<file path="config.mk">
export PLATFORM = sky130hd
export DESIGN_NAME = qos_history_best_node_select
export DESIGN_NICKNAME = d
export VERILOG_FILES = /design/src/design/qhbns_pkg.sv /design/src/design/qhbns_ram.sv /design/src/design/qhbns_ctrl.sv /design/src/design/qhbns_dp.sv /design/src/design/qos_history_best_node_select.sv
export SDC_FILE = /design/constraint.sdc
export NUM_CORES = 2
export LEC_CHECK = 0
export BUFFER_PORTS_ARGS = -buffer_cell sky130_fd_sc_hd__buf_4
export CAP_MARGIN = 5
export CELL_PAD_IN_SITES_DETAIL_PLACEMENT = 0
export CELL_PAD_IN_SITES_GLOBAL_PLACEMENT = 1
export CORE_MARGIN = 3
export CORE_UTILIZATION = 49
export CTS_CLUSTER_DIAMETER = 120
export DETAILED_ROUTE_END_ITERATION = 7
export HOLD_SLACK_MARGIN = 0.12
export PLACE_DENSITY = 0.88
export SYNTH_ARGS = -nofsm -noshare
export SYNTH_HDL_FRONTEND = slang
export SYNTH_SLANG_ARGS = --single-unit
</file>
<file path="constraint.sdc">
create_clock -name clk_i -period 9.25 [get_ports clk_i]
set_clock_uncertainty 0.1 [all_clocks]
set_input_delay 1.3875 -clock clk_i [delete_from_list [all_inputs] [get_ports clk_i]]
set_output_delay 1.3875 -clock clk_i [all_outputs]
set_load 0.005 [all_outputs]
</file>
<file path="src/design/qhbns_pkg.sv">
// Shared types, codes and constants of the best-node selector.
`timescale 1ns / 1ps
package qhbns_pkg;

  localparam int unsigned NODES_DEFAULT = 16;

  localparam int unsigned EST_W   = 16;
  localparam int unsigned ID_W    = 32;
  localparam int unsigned ALPHA_W = 17;

  localparam logic [ALPHA_W-1:0] ALPHA_RESET = 17'd32768;
  localparam logic [ALPHA_W-1:0] ALPHA_ONE   = 17'h10000;

  // Configuration register index (paddr[2]).
  localparam logic REG_ALPHA = 1'b0;

  localparam logic [2:0] MODE_ADD      = 3'd0;
  localparam logic [2:0] MODE_LARGEST  = 3'd1;
  localparam logic [2:0] MODE_LATEST   = 3'd2;
  localparam logic [2:0] MODE_WEIGHTED = 3'd3;
  localparam logic [2:0] MODE_CLEAR    = 3'd4;

  localparam logic [1:0] STATUS_OK   = 2'd0;
  localparam logic [1:0] STATUS_FULL = 2'd1;
  localparam logic [1:0] STATUS_NONE = 2'd2;

  typedef struct packed {
    logic [2:0]       mode;
    logic [ID_W-1:0]  node_id;
    logic [EST_W-1:0] estimate;
  } in_item_t;

  typedef struct packed {
    logic [ID_W-1:0]  best_id;
    logic [EST_W-1:0] best_score;
    logic [1:0]       status;
  } out_item_t;

  typedef struct packed {
    logic [ID_W-1:0]  key;
    logic [EST_W-1:0] wavg;
    logic [EST_W-1:0] latest;
    logic [EST_W-1:0] largest;
    logic             several;
  } node_entry_t;

  typedef enum logic [2:0] {
    ST_IDLE,
    ST_SCAN,
    ST_MUL,
    ST_WRITE,
    ST_RESP
  } ctrl_state_e;

  typedef struct packed {
    logic start;
    logic scan;
    logic drop;
    logic mul;
    logic write;
    logic finish;
  } ctrl_cmd_t;

  typedef struct packed {
    logic scan_mode;
    logic is_add;
    logic scan_done;
    logic full;
    logic out_free;
  } dp_status_t;

endpackage

</file>
<file path="src/design/qhbns_ram.sv">
// Generic single-port-write, single-port-read RAM with registered read data.
`timescale 1ns / 1ps
module qhbns_ram #(
  parameter int unsigned WIDTH = 8,
  parameter int unsigned DEPTH = 16,
  localparam int unsigned AW = (DEPTH > 1) ? $clog2(DEPTH) : 1
) (
  input  logic             clk_i,
  input  logic             we_i,
  input  logic [AW-1:0]    waddr_i,
  input  logic [WIDTH-1:0] wdata_i,
  input  logic             re_i,
  input  logic [AW-1:0]    raddr_i,
  output logic [WIDTH-1:0] rdata_o
);

  logic [WIDTH-1:0] mem_q [DEPTH];
  logic [WIDTH-1:0] rdata_q;

  always_ff @(posedge clk_i) begin
    if (we_i) begin
      mem_q[waddr_i] <= wdata_i;
    end
    if (re_i) begin
      rdata_q <= mem_q[raddr_i];
    end
  end

  assign rdata_o = rdata_q;

endmodule

</file>
<file path="src/design/qhbns_ctrl.sv">
// Request sequencer: scan, blend, write back and result hand-off.
`timescale 1ns / 1ps
module qhbns_ctrl (
  input  logic                   clk_i,
  input  logic                   rst_ni,
  input  logic                   in_valid_i,
  output logic                   in_stall_o,
  input  qhbns_pkg::dp_status_t  status_i,
  output qhbns_pkg::ctrl_cmd_t   cmd_o
);

  qhbns_pkg::ctrl_state_e state_q, state_d;

  always_ff @(posedge clk_i or negedge rst_ni) begin
    if (!rst_ni) begin
      state_q <= qhbns_pkg::ST_IDLE;
    end else begin
      state_q <= state_d;
    end
  end

  always_comb begin
    state_d    = state_q;
    cmd_o      = '0;
    in_stall_o = 1'b1;
    case (state_q)
      qhbns_pkg::ST_IDLE: begin
        in_stall_o = 1'b0;
        if (in_valid_i) begin
          cmd_o.start = 1'b1;
          state_d     = qhbns_pkg::ST_SCAN;
        end
      end
      qhbns_pkg::ST_SCAN: begin
        if (!status_i.scan_mode) begin
          state_d = qhbns_pkg::ST_RESP;
        end else begin
          cmd_o.scan = 1'b1;
          if (status_i.scan_done) begin
            if (status_i.is_add && status_i.full) begin
              cmd_o.drop = 1'b1;
              state_d    = qhbns_pkg::ST_RESP;
            end else if (status_i.is_add) begin
              state_d = qhbns_pkg::ST_MUL;
            end else begin
              state_d = qhbns_pkg::ST_RESP;
            end
          end
        end
      end
      qhbns_pkg::ST_MUL: begin
        cmd_o.mul = 1'b1;
        state_d   = qhbns_pkg::ST_WRITE;
      end
      qhbns_pkg::ST_WRITE: begin
        cmd_o.write = 1'b1;
        state_d     = qhbns_pkg::ST_RESP;
      end
      qhbns_pkg::ST_RESP: begin
        // hold until the output register can take the item
        if (status_i.out_free) begin
          cmd_o.finish = 1'b1;
          state_d      = qhbns_pkg::ST_IDLE;
        end
      end
      default: begin
        state_d = qhbns_pkg::ST_IDLE;
      end
    endcase
  end

endmodule

</file>
<file path="src/design/qhbns_dp.sv">
// Datapath: node table, scan compare, weighted blend and output register.
`timescale 1ns / 1ps
module qhbns_dp #(
  parameter int unsigned NODES = qhbns_pkg::NODES_DEFAULT
) (
  input  logic                                clk_i,
  input  logic                                rst_ni,
  input  qhbns_pkg::ctrl_cmd_t                cmd_i,
  output qhbns_pkg::dp_status_t               status_o,
  input  qhbns_pkg::in_item_t                 in_item_i,
  input  logic [qhbns_pkg::ALPHA_W-1:0]       alpha_i,
  output logic                                out_valid_o,
  input  logic                                out_stall_i,
  output qhbns_pkg::out_item_t                out_item_o
);

  localparam int unsigned IDX_W = (NODES > 1) ? $clog2(NODES) : 1;
  localparam int unsigned CNT_W = $clog2(NODES + 1);
  localparam int unsigned ENT_W = $bits(qhbns_pkg::node_entry_t);
  localparam int unsigned EW    = qhbns_pkg::EST_W;

  qhbns_pkg::in_item_t    req_q;
  logic [CNT_W-1:0]       count_q;
  logic [CNT_W-1:0]       rd_idx_q;
  logic                   cmp_vld_q;
  logic [IDX_W-1:0]       cmp_idx_q;
  logic                   found_q;
  logic [EW-1:0]          best_score_q;
  logic [qhbns_pkg::ID_W-1:0] best_id_q;
  logic                   hit_q;
  logic [IDX_W-1:0]       hit_idx_q;
  qhbns_pkg::node_entry_t hit_entry_q;
  logic                   drop_q;
  logic signed [34:0]     prod_q;
  logic                   out_valid_q;
  qhbns_pkg::out_item_t   out_q;

  logic                   rd_en;
  logic [ENT_W-1:0]       rd_data;
  qhbns_pkg::node_entry_t entry;
  logic                   we;
  logic [IDX_W-1:0]       waddr;
  qhbns_pkg::node_entry_t wentry;
  logic [EW-1:0]          score;
  logic                   take;
  logic                   key_match;
  logic [EW-1:0]          w_old;
  logic [qhbns_pkg::ALPHA_W-1:0] alpha_sat;
  logic signed [17:0]     alpha_s;
  logic signed [16:0]     diff_s;
  logic signed [34:0]     prod_d;
  logic signed [34:0]     sum;
  logic                   mode_query;
  qhbns_pkg::out_item_t   result;

  assign rd_en = cmd_i.scan && (rd_idx_q < count_q);
  assign entry = qhbns_pkg::node_entry_t'(rd_data);

  qhbns_ram #(
    .WIDTH (ENT_W),
    .DEPTH (NODES)
  ) u_ram (
    .clk_i   (clk_i),
    .we_i    (we),
    .waddr_i (waddr),
    .wdata_i (ENT_W'(wentry)),
    .re_i    (rd_en),
    .raddr_i (rd_idx_q[IDX_W-1:0]),
    .rdata_o (rd_data)
  );

  assign mode_query = (req_q.mode == qhbns_pkg::MODE_LARGEST) ||
                      (req_q.mode == qhbns_pkg::MODE_LATEST)  ||
                      (req_q.mode == qhbns_pkg::MODE_WEIGHTED);

  // Score of the entry under compare for the current query.
  always_comb begin
    case (req_q.mode)
      qhbns_pkg::MODE_LARGEST: score = entry.largest;
      qhbns_pkg::MODE_LATEST:  score = entry.latest;
      default:                 score = entry.several ? entry.wavg : entry.latest;
    endcase
    // weighted keeps the earlier node on a tie and needs a score above zero
    if (req_q.mode == qhbns_pkg::MODE_WEIGHTED) begin
      take = score > best_score_q;
    end else begin
      take = score >= best_score_q;
    end
  end

  assign key_match = entry.key == req_q.node_id;

  // Blend as w + a*(x - w), scaled by 65536.
  assign alpha_sat = alpha_i[qhbns_pkg::ALPHA_W-1] ? qhbns_pkg::ALPHA_ONE : alpha_i;
  assign w_old     = hit_q ? hit_entry_q.wavg : '0;
  assign alpha_s   = $signed({1'b0, alpha_sat});
  assign diff_s    = $signed({1'b0, req_q.estimate}) - $signed({1'b0, w_old});
  assign prod_d    = alpha_s * diff_s;
  assign sum       = $signed({3'b000, w_old, 16'h0000}) + prod_q;

  always_comb begin
    we             = cmd_i.write;
    waddr          = hit_q ? hit_idx_q : count_q[IDX_W-1:0];
    wentry.key     = req_q.node_id;
    wentry.wavg    = sum[31:16];
    wentry.latest  = req_q.estimate;
    wentry.several = hit_q;
    if (hit_q && (hit_entry_q.largest > req_q.estimate)) begin
      wentry.largest = hit_entry_q.largest;
    end else begin
      wentry.largest = req_q.estimate;
    end
  end

  always_comb begin
    result = '0;
    if (req_q.mode == qhbns_pkg::MODE_ADD) begin
      result.status = drop_q ? qhbns_pkg::STATUS_FULL : qhbns_pkg::STATUS_OK;
    end else if (mode_query) begin
      if (found_q) begin
        result.best_id    = best_id_q;
        result.best_score = best_score_q;
      end else begin
        result.status = qhbns_pkg::STATUS_NONE;
      end
    end
  end

  // Control state.
  always_ff @(posedge clk_i or negedge rst_ni) begin
    if (!rst_ni) begin
      count_q     <= '0;
      rd_idx_q    <= '0;
      cmp_vld_q   <= 1'b0;
      found_q     <= 1'b0;
      hit_q       <= 1'b0;
      drop_q      <= 1'b0;
      out_valid_q <= 1'b0;
    end else begin
      cmp_vld_q <= rd_en;
      if (cmd_i.start) begin
        rd_idx_q <= '0;
        found_q  <= 1'b0;
        hit_q    <= 1'b0;
        drop_q   <= 1'b0;
      end
      if (rd_en) begin
        rd_idx_q <= rd_idx_q + CNT_W'(1);
      end
      if (cmp_vld_q) begin
        if ((req_q.mode == qhbns_pkg::MODE_ADD) && key_match) begin
          hit_q <= 1'b1;
        end
        if (mode_query && take) begin
          found_q <= 1'b1;
        end
      end
      if (cmd_i.drop) begin
        drop_q <= 1'b1;
      end
      if (cmd_i.write && !hit_q) begin
        count_q <= count_q + CNT_W'(1);
      end
      if (cmd_i.finish && (req_q.mode == qhbns_pkg::MODE_CLEAR)) begin
        count_q <= '0;
      end
      if (cmd_i.finish) begin
        out_valid_q <= 1'b1;
      end else if (!out_stall_i) begin
        out_valid_q <= 1'b0;
      end
    end
  end

  // Payload registers.
  always_ff @(posedge clk_i) begin
    if (cmd_i.start) begin
      req_q        <= in_item_i;
      best_score_q <= '0;
    end
    if (rd_en) begin
      cmp_idx_q <= rd_idx_q[IDX_W-1:0];
    end
    if (cmp_vld_q) begin
      if ((req_q.mode == qhbns_pkg::MODE_ADD) && key_match) begin
        hit_idx_q   <= cmp_idx_q;
        hit_entry_q <= entry;
      end
      if (mode_query && take) begin
        best_score_q <= score;
        best_id_q    <= entry.key;
      end
    end
    if (cmd_i.mul) begin
      prod_q <= prod_d;
    end
    if (cmd_i.finish) begin
      out_q <= result;
    end
  end

  always_comb begin
    status_o.scan_mode = (req_q.mode == qhbns_pkg::MODE_ADD) || mode_query;
    status_o.is_add    = req_q.mode == qhbns_pkg::MODE_ADD;
    status_o.scan_done = (rd_idx_q >= count_q) && !cmp_vld_q;
    status_o.full      = !hit_q && (count_q == CNT_W'(NODES));
    status_o.out_free  = !out_valid_q || !out_stall_i;
  end

  assign out_valid_o = out_valid_q;
  assign out_item_o  = out_q;

endmodule

</file>
<file path="src/design/qos_history_best_node_select.sv">
// Top level of the best-node selector: configuration port, sequencer and datapath.
`timescale 1ns / 1ps
// Keeps up to NODES nodes, each with a weighted average, latest and largest
// estimate, and answers one request at a time: add an estimate, return the
// best node by largest, latest or weighted score, or clear the table. Every
// add or query reads the node table once through its single RAM read port,
// one entry per cycle. The next item is taken as soon as the result sits in
// the output register. weight_alpha lies at byte address 0 of the APB port;
// the user must write it only while the block is idle, and the block itself
// does not enforce this.
module qos_history_best_node_select #(
  parameter int unsigned NODES = qhbns_pkg::NODES_DEFAULT
) (
  input  logic                 clk_i,
  input  logic                 rst_ni,
  input  logic                 in_valid_i,
  output logic                 in_stall_o,
  input  qhbns_pkg::in_item_t  in_item_i,
  output logic                 out_valid_o,
  input  logic                 out_stall_i,
  output qhbns_pkg::out_item_t out_item_o,
  input  logic                 psel,
  input  logic                 penable,
  input  logic                 pwrite,
  input  logic [2:0]           paddr,
  input  logic [31:0]          pwdata,
  output logic [31:0]          prdata,
  output logic                 pready
);

  logic [qhbns_pkg::ALPHA_W-1:0] alpha_q;
  qhbns_pkg::ctrl_cmd_t          cmd;
  qhbns_pkg::dp_status_t         status;

  assign pready = 1'b1;

  always_ff @(posedge clk_i or negedge rst_ni) begin
    if (!rst_ni) begin
      alpha_q <= qhbns_pkg::ALPHA_RESET;
    end else if (psel && penable && pwrite && pready && (paddr[2] == qhbns_pkg::REG_ALPHA)) begin
      alpha_q <= pwdata[qhbns_pkg::ALPHA_W-1:0];
    end
  end

  assign prdata = (paddr[2] == qhbns_pkg::REG_ALPHA) ?
                  {{(32 - qhbns_pkg::ALPHA_W){1'b0}}, alpha_q} : '0;

  qhbns_ctrl u_ctrl (
    .clk_i      (clk_i),
    .rst_ni     (rst_ni),
    .in_valid_i (in_valid_i),
    .in_stall_o (in_stall_o),
    .status_i   (status),
    .cmd_o      (cmd)
  );

  qhbns_dp #(
    .NODES (NODES)
  ) u_dp (
    .clk_i       (clk_i),
    .rst_ni      (rst_ni),
    .cmd_i       (cmd),
    .status_o    (status),
    .in_item_i   (in_item_i),
    .alpha_i     (alpha_q),
    .out_valid_o (out_valid_o),
    .out_stall_i (out_stall_i),
    .out_item_o  (out_item_o)
  );

endmodule

</file>
# [Word-level counts from Yosys, hierarchy flattened]
# Memory sizes are Yosys's and may differ from the RTL's. A register that Yosys moved wholly into a read port is not among the register bits.
# Cells that the tools add are included.
[classes] addsub=4 n_mul=1 magnitude_cmp=5 eq_ne=14 n_mux=49 n_bitwise=3 n_reduce_logical=29
[ops] operator="16-bit 2-to-1 mux" n=6
[ops] operator="17-bit 2-to-1 mux" n=2
[ops] operator="32-bit adder" n=1
[ops] operator="32-bit equality test" n=1
[ops] operator="16-bit > comparator" n=2
[ops] operator="18-bit by 17-bit multiplier with 32-bit output" n=1
[ops] operator="16-bit case mux with 2 select lines" n=1
[ops] operator="1-bit 2-to-1 mux" n=23
[ops] operator="5-bit 2-to-1 mux" n=4
[ops] operator="3-bit 2-to-1 mux" n=6
[ops] operator="16-bit by 16-bit subtractor with 17-bit output" n=1
[ops] operator="16-bit greater-or-equal comparator" n=1
[ops] operator="3-bit case mux with 5 select lines" n=1
[ops] operator="3-bit by 2-bit equality test with 1-bit output (second input constant)" n=4
[ops] operator="1-bit logical AND" n=12
[ops] operator="5-bit by 1-bit adder with 5-bit output (second input constant)" n=2
[ops] operator="2-bit 2-to-1 mux" n=5
[ops] operator="3-bit by 1-bit equality test with 1-bit output (second input constant)" n=2
[ops] operator="3-bit equality test (second input constant)" n=2
[ops] operator="3-bit zero test" n=2
[ops] operator="2-bit nonzero test" n=3
[ops] operator="5-bit equality test (second input constant)" n=1
[ops] operator="5-bit greater-or-equal comparator" n=1
[ops] operator="5-bit < comparator" n=1
[ops] operator="10 further kinds" n=20
[word_totals] register_bits=256 ramBits=1296 input_bits=93 output_inout_bits=85 word_cells=128 mem_count=1
[memory_table] name="u_dp.u_ram.mem_q" words=16 word_bits=81 read_ports=1 rd_clocked_by_memory_dff=1 write_ports=1 line="qhbns_ram.sv:17" source="logic [WIDTH-1:0] mem_q [DEPTH];"

# [Depth between registers and ports, before layout]
[logic_depth] depth_word=9 depth_mapped=36 mapped_depth_nobuf=32

# [Hierarchy]
# From an unflattened synthesis, not the netlist that was laid out.
[hier_totals] cells_unflattened=4068 area_unflattened_um2=71533.6
[by_module_without_submodules] mod="qhbns_ram" instances=1 cells_per_inst=2078 area_each_um2=50871.3
[by_module_without_submodules] mod="qhbns_dp" instances=1 cells_per_inst=1893 area_each_um2=19520.0
[by_module_without_submodules] mod="qos_history_best_node_select" instances=1 cells_per_inst=72 area_each_um2=937.1
[by_module_without_submodules] mod="qhbns_ctrl" instances=1 cells_per_inst=25 area_each_um2=205.2

# [Worst setup path after synthesis]
# No wires, ideal clock.
[synth_path] path_type="register -> register" start="register u_dp.hit_q" end="register u_dp.prod_q[31] (data pin)" setup_ps=262 arrival_ps=8501 required_ps=8888 slack_ps=387 stages_incl_launch_ff=34 synth_period_minus_slack_ps=8863 cell_sequence="dfrtp_1 clkbuf_1 clkbuf_1 buf_1 nand2_1 ha_1 nor2b_1 o31a_1 o211ai_1 nand2b_1 a21o_1 a21oi_1 xnor2_1 clkbuf_1 nand2_1 fa_1 inv_1 fa_1 fa_1 fa_1 fa_1 inv_1 fa_1 inv_1 ha_1 a21o_1 a21o_1 a21o_1 a221o_1 a21oi_2 o21ai_1 o41ai_2 o21ai_1 xor2_1"
[synth_via] elab_chain_len=3
[synth_lines] element="start: declaration" line="qhbns_dp.sv:30" source="logic hit_q;"
[synth_lines] element="start signal: assignment" line="qhbns_dp.sv:136" source="hit_q <= 1'b0;"
[synth_lines] element="start signal: assignment" line="qhbns_dp.sv:144" source="hit_q <= 1'b0;"
[synth_lines] element="start signal: assignment" line="qhbns_dp.sv:152" source="hit_q <= 1'b1;"
[synth_lines] element="16-bit 2-to-1 mux" line="qhbns_dp.sv:95" source="assign w_old = hit_q ? hit_entry_q.wavg : '0;"
[synth_lines] element="16-bit by 16-bit subtractor with 17-bit output" line="qhbns_dp.sv:97" source="assign diff_s = $signed({1'b0, req_q.estimate}) - $signed({1'b0, w_old});"
[synth_lines] element="18-bit by 17-bit multiplier with 32-bit output" line="qhbns_dp.sv:98" source="assign prod_d = alpha_s * diff_s;"
[synth_lines] element="named net u_dp.prod_d[31]" line="qhbns_dp.sv:51" source="logic signed [34:0] prod_d;"
[synth_lines] element="end signal: assignment" line="qhbns_dp.sv:195" source="prod_q <= prod_d;"
[synth_lines] element="end: declaration" line="qhbns_dp.sv:34" source="logic signed [34:0] prod_q;"
# The timed path passes the listed nets, and every way through them passes these cells.
# A chain may end at the register's enable or synchronous reset.

# [Worst setup path after layout]
[layout_path] start="register u_dp.req_q[1] (netlist bit)" end="register u_dp.prod_q[31] (data pin)"
[layout_via] elab_chain_len=2
[layout_lines] element="start: declaration" line="qhbns_dp.sv:22" source="qhbns_pkg::in_item_t req_q;"
[layout_lines] element="start signal: assignment" line="qhbns_dp.sv:178" source="req_q <= in_item_i;"
[layout_lines] element="16-bit by 16-bit subtractor with 17-bit output" line="qhbns_dp.sv:97"
[layout_lines] element="18-bit by 17-bit multiplier with 32-bit output" line="qhbns_dp.sv:98"
[layout_lines] element="named net u_dp.prod_d[31]" line="qhbns_dp.sv:51"
# The timed path passes the listed nets, and every way through them passes these cells.

==> results.toml <==
[run_status]
status = "complete, no violations"

[drt]
detail-route-antenna-nets = 0
drt_iter0_markers = 4800
routed_wl_um = 184200
drc = 0
avgViaCountPerCell = 6.059
vias = 41960
wl_per_cell_um = 26.60
dr.pass1.iters = 6

[global_routing]
grt_max_degree = 130
antenna_found_initial = 5
first_global_vias = 42150
grtUsageTotal_pct = 23.90
grt_overflow = 0
grt_pass1_wl_um = 270900

[floorplanning]
num_io_pins = 178
die_y_um = 392.6
core_um2 = 148000
die_area_um2 = 154100
start_util_pct = 49.47
fp-row-count = 141
die_w_um = 392.6

[min_path]
whs_path_depth = 0
worstHoldEndpoint = "u_dp.hit_idx_q[3]"
hp-start = "u_dp.cmp_idx_q[3]"
hp-class = "reg -> reg"

[cts]
cts_hold_buf = 0
cts.sinks = 1617
clock_path_buffers = 3
cts-root-buf = "clkbuf_16"
clock_latency_ps = 800
clk_pin_slew_ps = 60
htree_levels = 4
cts_buffers = 160
cts_tree = "built"

[worst_setup_path]
cp.required_ps = 9640
critPathBufInv = 8
arrival_ps = 9130
critPathLaunchType = "register"
reg2reg_from = "u_dp.req_q[1]"
worstSetupPathType = "reg -> reg"
r2r.worst_path.cells = 32
cp_max_fo = 17
slowest_delay_ps = 620
slowest_stage = "edfxtp_1"
critPathCaptureType = "register"
r2r_slack_ps = 510
r2r_end = "u_dp.prod_q[31]"
crit_family = "adder cells"

[power_and_ir_drop]
power_leakage_nw = 29.65
pwr-share-comb_pct = 42.1
p_sw_w = 0.01018
seqPwrFrac_pct = 35.0
internal-power_w = 0.01748
p_clk_share_pct = 22.9
vdd.ir_drop.worst_uv = 602.1
p_per_area_nw_per_um2 = 336.7
switching_share_pct = 36.79

[yosys]
yosysMostFrequentCell = "edfxtp_1"
ys_seq_elements = 1617
synth_edf_count = 1566
syn_area_um2 = 73220
async_flop_share_pct = 2.165
ys_types = 80
yosysTopAreaCellShare_pct = 64.22
syn_area_per_cell_um2 = 15.77
muxShareOfSynthArea_pct = 10.08
ys_top_cells_by_area = "edfxtp_1 64%, fa_1 6.2%, mux4_2 5.0%"
synth_top_cell_by_area = "edfxtp_1"
synth_top_family_by_area = "multiplexers"
yosysSeqAreaShare_pct = 65.86
syn_inst = 4644
synth_compound_area_share_pct = 5.535
synth_ff_type = "edfxtp_1"
synthXorXnorAreaFrac_pct = 1.063
yosys_warnings = 0
synth_common_cells = "1566 x edfxtp_1, 357 x inv_1, 349 x nand2_1"
yosys.area_share.simple_pct = 5.150
synth_fa_ha_area_share_pct = 9.193

[final_layout]
fin_util_pct = 55.51
drive_gt1_share_pct = 16.47
area_growth_pct = 12.22
seq_area_um2 = 48240
multiInputGateArea_um2 = 22970
nFillCells = 11100
fin_nets = 5360

[timing]
period_needed_ps = 8736
tightest_slew_ps = 1316
relSlewSlack_pct = 11.64
final.setup.tns_ps = 0
setup_viol = 0
hold_viol = 0
fmax_mhz = 114.5
rsz0062_at_grt = "false"
timing.final.crit_share_pct = 94.44
drv_slew = 0

[placed_design]
hpwl_um = 107600
io_buffers = 144
gp_congestion = 0.8831

[job]
maxCapViolations = 0
[sequential cells by signal (all words and copies together) (netlist names), 4 cells and up]
signal and cells:
alpha_q 17, u_dp.u_ram.mem_q 1296, u_dp.cmp_idx_q 4, u_dp.prod_q 16, u_dp.hit_entry_q 32, u_dp.req_q 51
u_dp.hit_idx_q 4, u_dp.out_item_o 50, u_dp.count_q 5, u_dp.best_score_q 16, u_dp.best_id_q 32, u_dp.rd_idx_q 5
u_dp.u_ram.rdata_o 81
[routing by layer]
layer / GRT usage [%] / vias to the layer above / wire length, um
li1: - / 17830 / -
met3: 4.313 / 440 / 18040
met4: 10.90 / 2 / 8777
met5: 0 / - / 8
met2: 38.98 / 2380 / 89280
met1: 31.45 / 21310 / 68050
[cell usage in the layout, fill, tap and decap left out, drive strengths merged, types with 47 or more instances in the layout]
cell type	n
nor2	170
and3	57
clkinv	78
fa	225
a22oi	97
mux2i	246
xnor2	58
a221oi	82
clkbuf	195
mux4	162
nand3	47
mux2	113
o21ai	197
ha	178
inv	361
edfxtp	1566
a21oi	133
nand2	349
buf	266
[per-stage QoR]
step / std cells / setup slack (ps) / cell area, um2 / hold WS [ps] / power, W
3_3_place_gp: 6630 / 448.9 / 76960 / 301.2 / 0.02118
2_1_floorplan: 4658 / 387.3 / 73270 / 300.3 / 0.01801
4_1_cts: 6920 / 389.7 / 82130 / 330.3 / 0.02780
5_1_grt: 6922 / 62.58 / 82160 / 336.9 / 0.02957
3_5_place_dp: 6630 / 423.4 / 76960 / 306.2 / 0.02143
6_report: 6924 / 514.4 / 82170 / 331.6 / 0.02766
[power by group through the flow]
stage	clock, W	combinational, W	sequential [W]
final	0.00633	0.0116	0.00969
after global placement	0	0.0114	0.00981
after detailed placement	0	0.0116	0.00983
after CTS	0.00640	0.0117	0.00968
after global routing	0.00669	0.0132	0.00972
after floorplan	0	0.00844	0.00956
[cells by family (layout without fill, tap and decap cells)]
group / Yosys count / in the layout
flops: 1617 / 1617
fa+ha+maj: 403 / 403
buf+inv: 579 / 913
xor+xnor: 85 / 85
simple gates: 813 / 813
mux: 521 / 521
compound gates: 624 / 624
other cells: 2 / 18
[cell type report]
type | instances | area share (%)
well taps | 1930 | 2.939
flip-flops and latches | 1617 | 58.71
diodes | 2 | 0.006091
inverters | 357 | 1.635
multi-input cells | 2462 | 27.95
clock inverters | 95 | 1.230
repair buffers | 266 | 2.461
clock buffers | 195 | 5.071
[worst max-delay path by stage]
stage / startpoint / endpoint / depth (start not counted)
final: u_dp.req_q[1] / u_dp.prod_q[31] / 32
after global routing: u_dp.req_q[1] / u_dp.prod_q[31] / 32
after CTS: u_dp.hit_q / u_dp.prod_q[31] / 30
after detailed placement: u_dp.hit_q / u_dp.prod_q[31] / 30
after global placement: u_dp.hit_q / u_dp.prod_q[31] / 30
after floorplan: u_dp.hit_q / u_dp.prod_q[31] / 33
[what timing repair did]
action,in CTS,in global routing
endpoints found under the setup margin,0,2
buffers inserted,0,0
resized for setup,0,1
(Power assumes the default switching activity.)
